<file path="config.mk">
export PLATFORM = sky130hd
export DESIGN_NAME = tmtw_front
export DESIGN_NICKNAME = d
export VERILOG_FILES = /design/src/hdl/tmtw_pkg.sv /design/src/hdl/tmtw_front.sv
export VERILOG_INCLUDE_DIRS = /design/src /design/src/hdl
export SDC_FILE = /design/constraint.sdc
export NUM_CORES = 1
export LEC_CHECK = 0
export BUFFER_PORTS_ARGS = -buffer_cell sky130_fd_sc_hd__buf_2
export CAP_MARGIN = 20
export CORE_MARGIN = 3
export CORE_UTILIZATION = 46
export DETAILED_ROUTE_END_ITERATION = 12
export GPL_TIMING_DRIVEN = 0
export PLACE_DENSITY = 0.72
export SETUP_SLACK_MARGIN = 0.15
export SLEW_MARGIN = 20
export SYNTH_ARGS = -nofsm -noshare
export SYNTH_HDL_FRONTEND = slang
export SYNTH_SLANG_ARGS = --single-unit
</file>
<file path="constraint.sdc">
create_clock -name clk -period 1.8 [get_ports clk]
set_input_delay 0.09 -clock clk [delete_from_list [all_inputs] [get_ports clk]]
set_output_delay 0.09 -clock clk [all_outputs]
set_load 0.02 [all_outputs]
</file>
<file path="src/hdl/text_mode_terminal_writer_top_assert.svh">
// Assertion macros shared by the terminal writer modules.
`ifndef TEXT_MODE_TERMINAL_WRITER_TOP_ASSERT_SVH
`define TEXT_MODE_TERMINAL_WRITER_TOP_ASSERT_SVH

// The condition holds at every clock edge out of reset.
`define TMTW_ASSERT_ALWAYS(lbl, ck, rn, cond, msg) \
    lbl: assert property (@(posedge ck) disable iff (!rn) (cond)) \
        else $error(msg);

// The consequent holds in the same cycle as the antecedent.
`define TMTW_ASSERT_IMPLIES(lbl, ck, rn, ante, cons, msg) \
    lbl: assert property (@(posedge ck) disable iff (!rn) (ante) |-> (cons)) \
        else $error(msg);

// The consequent holds in the cycle after the antecedent.
`define TMTW_ASSERT_NEXT(lbl, ck, rn, ante, cons, msg) \
    lbl: assert property (@(posedge ck) disable iff (!rn) (ante) |=> (cons)) \
        else $error(msg);

`endif

</file>
<file path="src/hdl/tmtw_pkg.sv">
// Shared types and constants of the text-mode terminal writer.
package tmtw_pkg;

    // Default screen geometry.
    localparam int COLUMNS_DEFAULT = 80;
    localparam int ROWS_DEFAULT    = 25;

    // Field widths.
    localparam int FUNC_W  = 2;
    localparam int CHAR_W  = 8;
    localparam int INDEX_W = 11;
    localparam int POS_W   = 11;
    localparam int ATTR_W  = 8;
    localparam int WORD_W  = 16;

    // Selector codes on the input.
    localparam logic [FUNC_W-1:0] FUNC_PUT   = 2'd0;
    localparam logic [FUNC_W-1:0] FUNC_CLEAR = 2'd1;
    localparam logic [FUNC_W-1:0] FUNC_READ  = 2'd2;

    // Character codes with a meaning of their own.
    localparam logic [CHAR_W-1:0] CODE_NULL      = 8'd0;
    localparam logic [CHAR_W-1:0] CODE_BACKSPACE = 8'd8;
    localparam logic [CHAR_W-1:0] CODE_NEWLINE   = 8'd10;
    localparam logic [CHAR_W-1:0] BLANK_CHAR     = 8'h20;

    // Attribute and cell contents after reset.
    localparam logic [ATTR_W-1:0] ATTR_RESET = 8'h0F;
    localparam logic [WORD_W-1:0] RESET_WORD = {ATTR_RESET, BLANK_CHAR};

    // Command queue between front and back.
    localparam int QUEUE_DEPTH = 2;
    localparam int PTR_W       = 1;
    localparam int CNT_W       = 2;

    // Operation decoded by the front.
    typedef enum logic [2:0] {
        OP_NOP,
        OP_PUT,
        OP_NEWLINE,
        OP_BACKSPACE,
        OP_CLEAR,
        OP_READ
    } op_t;

    typedef struct packed {
        op_t                op;
        logic [CHAR_W-1:0]  code;
        logic [INDEX_W-1:0] index;
    } cmd_t;

    // Head of the command queue as seen by the back.
    typedef struct packed {
        logic valid;
        cmd_t cmd;
    } head_t;

    // Back status returned to the front.
    typedef struct packed {
        logic pop;
        logic init_busy;
    } back_status_t;

endpackage

</file>
<file path="src/hdl/tmtw_front.sv">
// Front of the terminal writer: accepts input beats, decodes them and queues commands.
`include "text_mode_terminal_writer_top_assert.svh"

module tmtw_front
    import tmtw_pkg::*;
(
    input  logic               clk,
    input  logic               rst_n,
    input  logic               in_valid,
    output logic               in_stall,
    input  logic [FUNC_W-1:0]  func,
    input  logic [CHAR_W-1:0]  char_code,
    input  logic [INDEX_W-1:0] cell_index,
    output head_t              head,
    input  back_status_t       status
);

    cmd_t             q_mem_reg [QUEUE_DEPTH];
    logic [PTR_W-1:0] wr_ptr_reg;
    logic [PTR_W-1:0] wr_ptr_next;
    logic [PTR_W-1:0] rd_ptr_reg;
    logic [PTR_W-1:0] rd_ptr_next;
    logic [CNT_W-1:0] count_reg;
    logic [CNT_W-1:0] count_next;
    logic             accept;
    cmd_t             cmd_in;

    // Decode the input beat into a command.
    always_comb
    begin
        cmd_in.code  = char_code;
        cmd_in.index = cell_index;
        unique case (func)
            FUNC_PUT:
            begin
                if (char_code == CODE_NULL)
                begin
                    cmd_in.op = OP_NOP;
                end
                else if (char_code == CODE_NEWLINE)
                begin
                    cmd_in.op = OP_NEWLINE;
                end
                else if (char_code == CODE_BACKSPACE)
                begin
                    cmd_in.op = OP_BACKSPACE;
                end
                else
                begin
                    cmd_in.op = OP_PUT;
                end
            end
            FUNC_CLEAR: cmd_in.op = OP_CLEAR;
            FUNC_READ:  cmd_in.op = OP_READ;
            default:    cmd_in.op = OP_NOP;
        endcase
    end

    // Stall while the queue is full or the screen store is still being initialized.
    assign in_stall = (count_reg == CNT_W'(QUEUE_DEPTH)) || status.init_busy;
    assign accept   = in_valid && !in_stall;

    // Queue head toward the back.
    assign head.valid = (count_reg != '0);
    assign head.cmd   = q_mem_reg[rd_ptr_reg];

    // Pointer and fill count updates.
    always_comb
    begin
        wr_ptr_next = accept ? wr_ptr_reg + PTR_W'(1) : wr_ptr_reg;
        rd_ptr_next = status.pop ? rd_ptr_reg + PTR_W'(1) : rd_ptr_reg;
        unique case ({accept, status.pop})
            2'b10:   count_next = count_reg + CNT_W'(1);
            2'b01:   count_next = count_reg - CNT_W'(1);
            default: count_next = count_reg;
        endcase
    end

    always_ff @(posedge clk or negedge rst_n)
    begin
        if (!rst_n)
        begin
            wr_ptr_reg <= '0;
            rd_ptr_reg <= '0;
            count_reg  <= '0;
        end
        else
        begin
            wr_ptr_reg <= wr_ptr_next;
            rd_ptr_reg <= rd_ptr_next;
            count_reg  <= count_next;
        end
    end

    // Queue storage.
    always_ff @(posedge clk)
    begin
        if (accept)
        begin
            q_mem_reg[wr_ptr_reg] <= cmd_in;
        end
    end

    `TMTW_ASSERT_IMPLIES(a_pop_nonempty, clk, rst_n, status.pop, count_reg != '0, "pop from an empty command queue")
    `TMTW_ASSERT_ALWAYS(a_queue_bound, clk, rst_n, count_reg <= CNT_W'(QUEUE_DEPTH), "command queue count beyond its depth")
    `TMTW_ASSERT_IMPLIES(a_no_push_full, clk, rst_n, accept, count_reg != CNT_W'(QUEUE_DEPTH), "beat taken into a full queue")

endmodule

</file>
==> flow_summary.yaml, run 1 <==
detailed_routing:
  via_count: 1071
  drtPass1Iterations: 3
  routed_wl_um: 3350
  routed_wire_length_per_instance_um: 15.1
  detail_route.iter0.violations: 75
  post_drt_via_cell_ratio: 4.82
  antenna_violating_nets_post_route: 0
  drc: 0
grt:
  number_of_global_route_vias_before_repair: 1156
  grt_max_degree: 15
  antenna_violations_before_repair: 0
  gr-total-overflow: 0
  grt_first_pass_wirelength_um: 5360
  globalRouteTotalUtil: 0.147
final_layout:
  fin_nets: 201
  count_of_placed_standard_cells_in_the_final_layout_fillers_left_out: 222
  drive_gt1_frac: 0.511
  n_antenna_cell: 0
  largest_register_ffs: 44
  final.fill_count: 285
  area_growth_pct: 34.2
power_and_ir_drop:
  leakage_power_nw: 0.958
  fin_total_pwr_mw: 3.23
  total_switching_power_mw: 1.04
  switching_share: 0.321
  power.internal_mw: 2.19
  irDropWorstVdd_v: 0.000707
  cellPowerDensity_nw_per_um2: 1300
  pwr-share-comb: 0.352
  seq_power_share: 0.464
  power.clock.fraction: 0.185
min_path:
  hold_path_class: "in -> reg"
timing:
  timing.max_slew.rel_slack: 0.790
  grt_setup_unrepaired: "no"
  worst_slack_ps: 223
  final.setup.tns_ps: 0
  finalSetupViolations: 0
  worst_slew_pin_slew_ps: 312
  slew_violations: 0
  final_min_period_over_clock_period: 0.876
  finalCriticalPeriod_ps: 1580
  achievable-frequency_mhz: 634
  finClkSkew_ps: 6.22
  report.final.hold_viol_count: 0
floorplanning:
  rows: 22
  die_width_um: 69.5
  core_um2: 3770
  number_of_ports_placed_on_the_die_boundary: 50
  die_y_um: 69.5
  full_die_area_um2: 4830
  start_util: 0.491
logic_synthesis:
  synth.distinct_cells: 17
  main_combinational_cell_family_by_area_after_synthesis: "multiplexers"
  synthCells: 96
  synth_edf_count: 44
  syn_area_per_cell_um2: 19.3
  synth_flop_cell: "sky130_fd_sc_hd__edfxtp_1"
  ys_warn_count: 0
  synth_fp_nets: 124
  asyncSetResetFlopFracSynth: 0.0833
  synthSimpleGateAreaFrac: 0.0209
  synth-compound-area-share: 0.0155
  synth_area_um2: 1850
  synth.most_common_cell: "sky130_fd_sc_hd__edfxtp_1"
  yosys-top-cells-area: "sky130_fd_sc_hd__edfxtp_1 (71%), sky130_fd_sc_hd__mux2_2 (13%), sky130_fd_sc_hd__dfrtp_1 (5.4%), sky130_fd_sc_hd__xnor2_1 (1.9%), sky130_fd_sc_hd__ha_1 (1.4%)"
  yosys.area.top_type: "sky130_fd_sc_hd__edfxtp_1"
  synth_common_cells: "sky130_fd_sc_hd__edfxtp_1 (44), sky130_fd_sc_hd__mux2_2 (22), sky130_fd_sc_hd__inv_1 (5), sky130_fd_sc_hd__dfrtp_1 (4), sky130_fd_sc_hd__xnor2_1 (4)"
  ys_ff_latch: 48
  yosys.area.top_type_share: 0.713
  yosys.area_share.xor_xnor: 0.0284
  yosys-mux-area-fraction: 0.139
  synthesized_area_fraction_occupied_by_adder_cells: 0.0135
  synth-seq-area-share: 0.767
place:
  placed_cells: 195
  gp_congestion: 0.737
  hpwl_after_detailed_placement_um: 2350
  port_buffer_cells: 49
  placement.setup.worst_slack_ps: 65.9
clock_tree:
  cts.path.max_buffers: 2
  ctsRootBufferMaster: "sky130_fd_sc_hd__clkbuf_8"
  cts.reportedPaths.clkPinSlew_ps: 80
  tritoncts_num_sinks: 48
  cts_tree: "yes"
  h_tree_levels: 2
  cts_buffers: 5
  worstSkewPairLatency_ps: 290
setup_path:
  worstSetupStartpointType: "register"
  critical_path.endpoint_type: "register"
  critical_path_arrival_ps: 1580
  critPathMaxFanout: 14
  critical_path_required_ps: 1800
  setup.worst_path.class: "reg -> reg"
status:
  outcome: "finished, final reports clean"
job:
  drv.max_cap_violation_count: 0
==> power groups by stage <==
| stage | Clock, mW | Sequential [mW] | Combinational [mW] |
|---|---|---|---|
| after CTS | 0.612 | 1.49 | 1.13 |
| after floorplan | 0 | 1.49 | 0.748 |
| after global placement | 0 | 1.50 | 1.02 |
| after global routing | 0.663 | 1.51 | 1.22 |
| final | 0.596 | 1.50 | 1.13 |
| after detailed placement | 0 | 1.51 | 1.08 |
==> layout by cell type, fill, tap and decap left out <==
cell / instances
sky130_fd_sc_hd__o41ai_4: 1
sky130_fd_sc_hd__dfrtp_1: 3
sky130_fd_sc_hd__buf_2: 49
sky130_fd_sc_hd__dlygate4sd3_1: 17
sky130_fd_sc_hd__or4_4: 1
sky130_fd_sc_hd__edfxtp_1: 44
sky130_fd_sc_hd__mux2i_1: 1
sky130_fd_sc_hd__o21ai_0: 1
sky130_fd_sc_hd__ha_1: 2
sky130_fd_sc_hd__xnor2_1: 4
sky130_fd_sc_hd__xor2_1: 2
sky130_fd_sc_hd__clkbuf_8: 5
sky130_fd_sc_hd__nor4_1: 1
sky130_fd_sc_hd__buf_4: 4
sky130_fd_sc_hd__mux2_2: 22
sky130_fd_sc_hd__clkinv_2: 1
sky130_fd_sc_hd__clkbuf_1: 2
sky130_fd_sc_hd__dfrtp_2: 1
sky130_fd_sc_hd__buf_8: 2
sky130_fd_sc_hd__nor2_4: 2
sky130_fd_sc_hd__o211ai_1: 1
sky130_fd_sc_hd__nand2_1: 1
sky130_fd_sc_hd__inv_1: 5
sky130_fd_sc_hd__nor2_1: 1
sky130_fd_sc_hd__or2_2: 1
==> worst paths after layout <==
kind | from | to | slack, ps | cells past startpoint
max in group asynchronous | rst_n | rd_ptr_reg | 1500 | 2
min reg2reg | count_reg[0] | count_reg[0] | 570 | 1
min | char_code[4] | q_mem_reg[1][15] | 20 | 1
min in group asynchronous | rst_n | count_reg[0] | 160 | 2
max | count_reg[1] | q_mem_reg[0][7] | 220 | 5
max reg2reg | count_reg[1] | q_mem_reg[0][7] | 220 | 5
==> cells by family after synthesis <==
family,after synthesis
AO/OA/AOI/OAI,3
XOR/XNOR,6
adder cells (fa/ha/maj),2
buffers and inverters,7
flip-flops,48
multiplexers,23
AND/OR/NAND/NOR,7
==> layer usage <==
metal,GRT usage,share of wire,vias up
li1,-,-,517
met1,0.168,0.41,511
met2,0.249,0.52,36
met3,0.0507,0.058,7
met4,0.0607,0.017,0
met5,0,0,-
==> stage by stage <==
step                instance area [um2]  hold WS (ps)   util
global route                       2490          7.89  0.660
global placement                   2160          -104  0.572
floorplan                          1850          -206      -
CTS                                2440          2.85  0.647
detailed placement                 2190         -95.6  0.582
finish                             2490          22.9  0.660
==> cell type report <==
class | instances | area (um2) | area share
clock buffer | 7 | 76.3 | 0.0307
multi-input combinational | 41 | 429 | 0.173
clock inverter | 1 | 5.00 | 0.00201
timing repair buffer | 70 | 460 | 0.185
inverter | 5 | 18.8 | 0.00755
buffer | 2 | 15.0 | 0.00604
sequential | 48 | 1420 | 0.572
tap | 48 | 60.1 | 0.0241
==> critical path: stages (launching register included) <==
cell and delay [ps]:
sky130_fd_sc_hd__dfrtp_1 390, sky130_fd_sc_hd__inv_1 100, sky130_fd_sc_hd__o211ai_1 120, sky130_fd_sc_hd__buf_4 190
sky130_fd_sc_hd__nor2_4 270, sky130_fd_sc_hd__buf_8 210
==> timing repair <==
| action | 4_1_cts | 5_1_grt |
|---|---|---|
| pin swaps | 0 | 4 |
| buffers inserted | 0 | 2 |
| hold buffers | 16 | 1 |
| hold endpoints to repair | 32 | 2 |
| resized for setup | 2 | 4 |
| endpoints found under the setup margin | 47 | 66 |
Note: power is estimated with default switching activity, not from simulation.
==> inputs of run 2 (changes only) <==
--- a/config.mk
+++ b/config.mk
@@ -10,2 +10,3 @@
 export CAP_MARGIN = 20
+export CORE_ASPECT_RATIO = 1.1
 export CORE_MARGIN = 3
@@ -20 +21,2 @@
 export SYNTH_SLANG_ARGS = --single-unit
+export TNS_END_PERCENT = 5
==> constraint.sdc (replaced) <==
create_clock -name clk -period 1.8 [get_ports clk]
set_input_delay 0.36 -clock clk [delete_from_list [all_inputs] [get_ports clk]]
set_output_delay 0.36 -clock clk [all_outputs]
set_load 0.02 [all_outputs]
==> run 2 against run 1 <==
  * Critical path depth decreased by 2
  * Total power increased by 25%
  * Die area about the same
  * Sequential power about the same
  * Largest cell class unchanged
  * Largest power group is now combinational cells
==> flow_summary.yaml, run 2 (synthesized netlist as in run 1, its figures left out) <==
setup_path:
  critical_path_arrival_ps: 1370
  critPathMaxFanout: 10
  setup.worst_path.class: "reg -> out"
  critical_path.endpoint_type: "output pin"
  r2r.worst_path.cells: 4
  worstSetupStartpointType: "register"
  critical_path_required_ps: 1440
timing:
  grt_setup_unrepaired: "yes"
  slew_violations: 0
  finClkSkew_ps: 5.02
  report.final.hold_viol_count: 0
  finalSetupViolations: 0
  worst_slack_ps: 68.1
  worst_slew_pin_slew_ps: 641
  final.setup.tns_ps: 0
  whs_ps: 247
  timing.max_slew.rel_slack: 0.571
  final_min_period_over_clock_period: 0.962
  achievable-frequency_mhz: 577
  finalCriticalPeriod_ps: 1730
floorplanning:
  rows: 23
  start_util: 0.492
  full_die_area_um2: 4830
  die_width_um: 66.5
  core_um2: 3770
  number_of_ports_placed_on_the_die_boundary: 50
  die_y_um: 72.6
detailed_routing:
  antenna_violating_nets_post_route: 0
  detail_route.iter0.violations: 22
  routed_wire_length_per_instance_um: 16.4
  routed_wl_um: 3470
  drtPass1Iterations: 3
  via_count: 1039
  drc: 0
  post_drt_via_cell_ratio: 4.92
place:
  port_buffer_cells: 49
  gp_congestion: 0.793
  placement.setup.worst_slack_ps: -114
  dpl-instance-area_um2: 2190
  placed_cells: 197
  hpwl_after_detailed_placement_um: 2270
clock_tree:
  tritoncts_num_sinks: 48
  cts.path.max_buffers: 2
  cts_buffers: 5
  cts.reportedPaths.clkPinSlew_ps: 80
  cts_tree: "yes"
  worstSkewPairLatency_ps: 290
  h_tree_levels: 2
  ctsRootBufferMaster: "sky130_fd_sc_hd__clkbuf_8"
final_layout:
  post_route_cell_area_um2: 2650
  drive_gt1_frac: 0.590
  final.fill_count: 260
  fin_nets: 188
  final_cell_mix: "sky130_fd_sc_hd__edfxtp_1 (44), sky130_fd_sc_hd__buf_2 (27), sky130_fd_sc_hd__buf_6 (25), sky130_fd_sc_hd__mux2_4 (22), sky130_fd_sc_hd__clkbuf_8 (5)"
  finish.utilization: 0.702
  final_common_cell: "sky130_fd_sc_hd__edfxtp_1"
  n_antenna_cell: 0
  largest_register_ffs: 44
  area_growth_pct: 42.9
  count_of_placed_standard_cells_in_the_final_layout_fillers_left_out: 211
grt:
  grt_max_degree: 16
  gr-total-overflow: 0
  grt_first_pass_wirelength_um: 4730
  number_of_global_route_vias_before_repair: 1048
  antenna_violations_before_repair: 0
  globalRouteTotalUtil: 0.135
power_and_ir_drop:
  fin_total_pwr_mw: 4.02
  pwr-share-comb: 0.404
  power.internal_mw: 2.86
  seq_power_share: 0.375
  power.clock.fraction: 0.221
  switching_share: 0.288
  irDropWorstVdd_v: 0.000878
  total_switching_power_mw: 1.16
  cellPowerDensity_nw_per_um2: 1520
  leakage_power_nw: 1.08
min_path:
  hold_path_class: "in -> reg"
  hold_path_stages: 1
job:
  drv.max_cap_violation_count: 0
status:
  outcome: "finished, final reports clean"
==> run 2: worst paths after layout <==
path / slack, ps / start / endpoint
max: 70 / rd_ptr_reg / head[10]
min: 250 / cell_index[9] / q_mem_reg[1][9]
max reg2reg: 120 / count_reg[0] / count_reg[1]
min reg2reg: 520 / count_reg[0] / count_reg[0]
max in group asynchronous: 1260 / rst_n / count_reg[0]
min in group asynchronous: 400 / rst_n / rd_ptr_reg
==> run 2: critical path: stages, from the launching register on <==
cell,delay [ps]
sky130_fd_sc_hd__dfrtp_2,460
sky130_fd_sc_hd__buf_12,170
sky130_fd_sc_hd__mux2_4,310
sky130_fd_sc_hd__buf_6,130
==> run 2: layer usage <==
layer / track usage / routed length, um
met5: 0 / 0
met4: 0.0474 / 44
met3: 0.0511 / 235
met1: 0.146 / 1330
met2: 0.239 / 1850
==> run 2: power groups by stage <==
stage	sequential [mW]	clock [mW]	combinational [mW]
after floorplan	1.49	0	0.748
after global placement	1.50	0	1.03
after detailed placement	1.51	0	1.07
after CTS	1.49	0.906	1.16
after global routing	1.53	0.961	1.71
final	1.51	0.887	1.63
==> run 2: area by class of cell <==
class                   instances  area, um2  area share
clock inverters                 2       60.1      0.0227
plain buffers                   2       40.0      0.0151
repair buffers                 57        469       0.177
multi-input cells              41        500       0.189
flip-flops and latches         48       1420       0.538
inverters                       5       18.8     0.00709
clock buffers                   6       72.6      0.0274
well taps                      50       62.6      0.0236
==> run 2: repair_timing <==
action	4_1_cts	5_1_grt
hold buffers	1	0
setup buffers	3	2
pin swaps	1	3
resized for setup	8	73
hold endpoints to repair	4	0
setup endpoints to repair	63	46
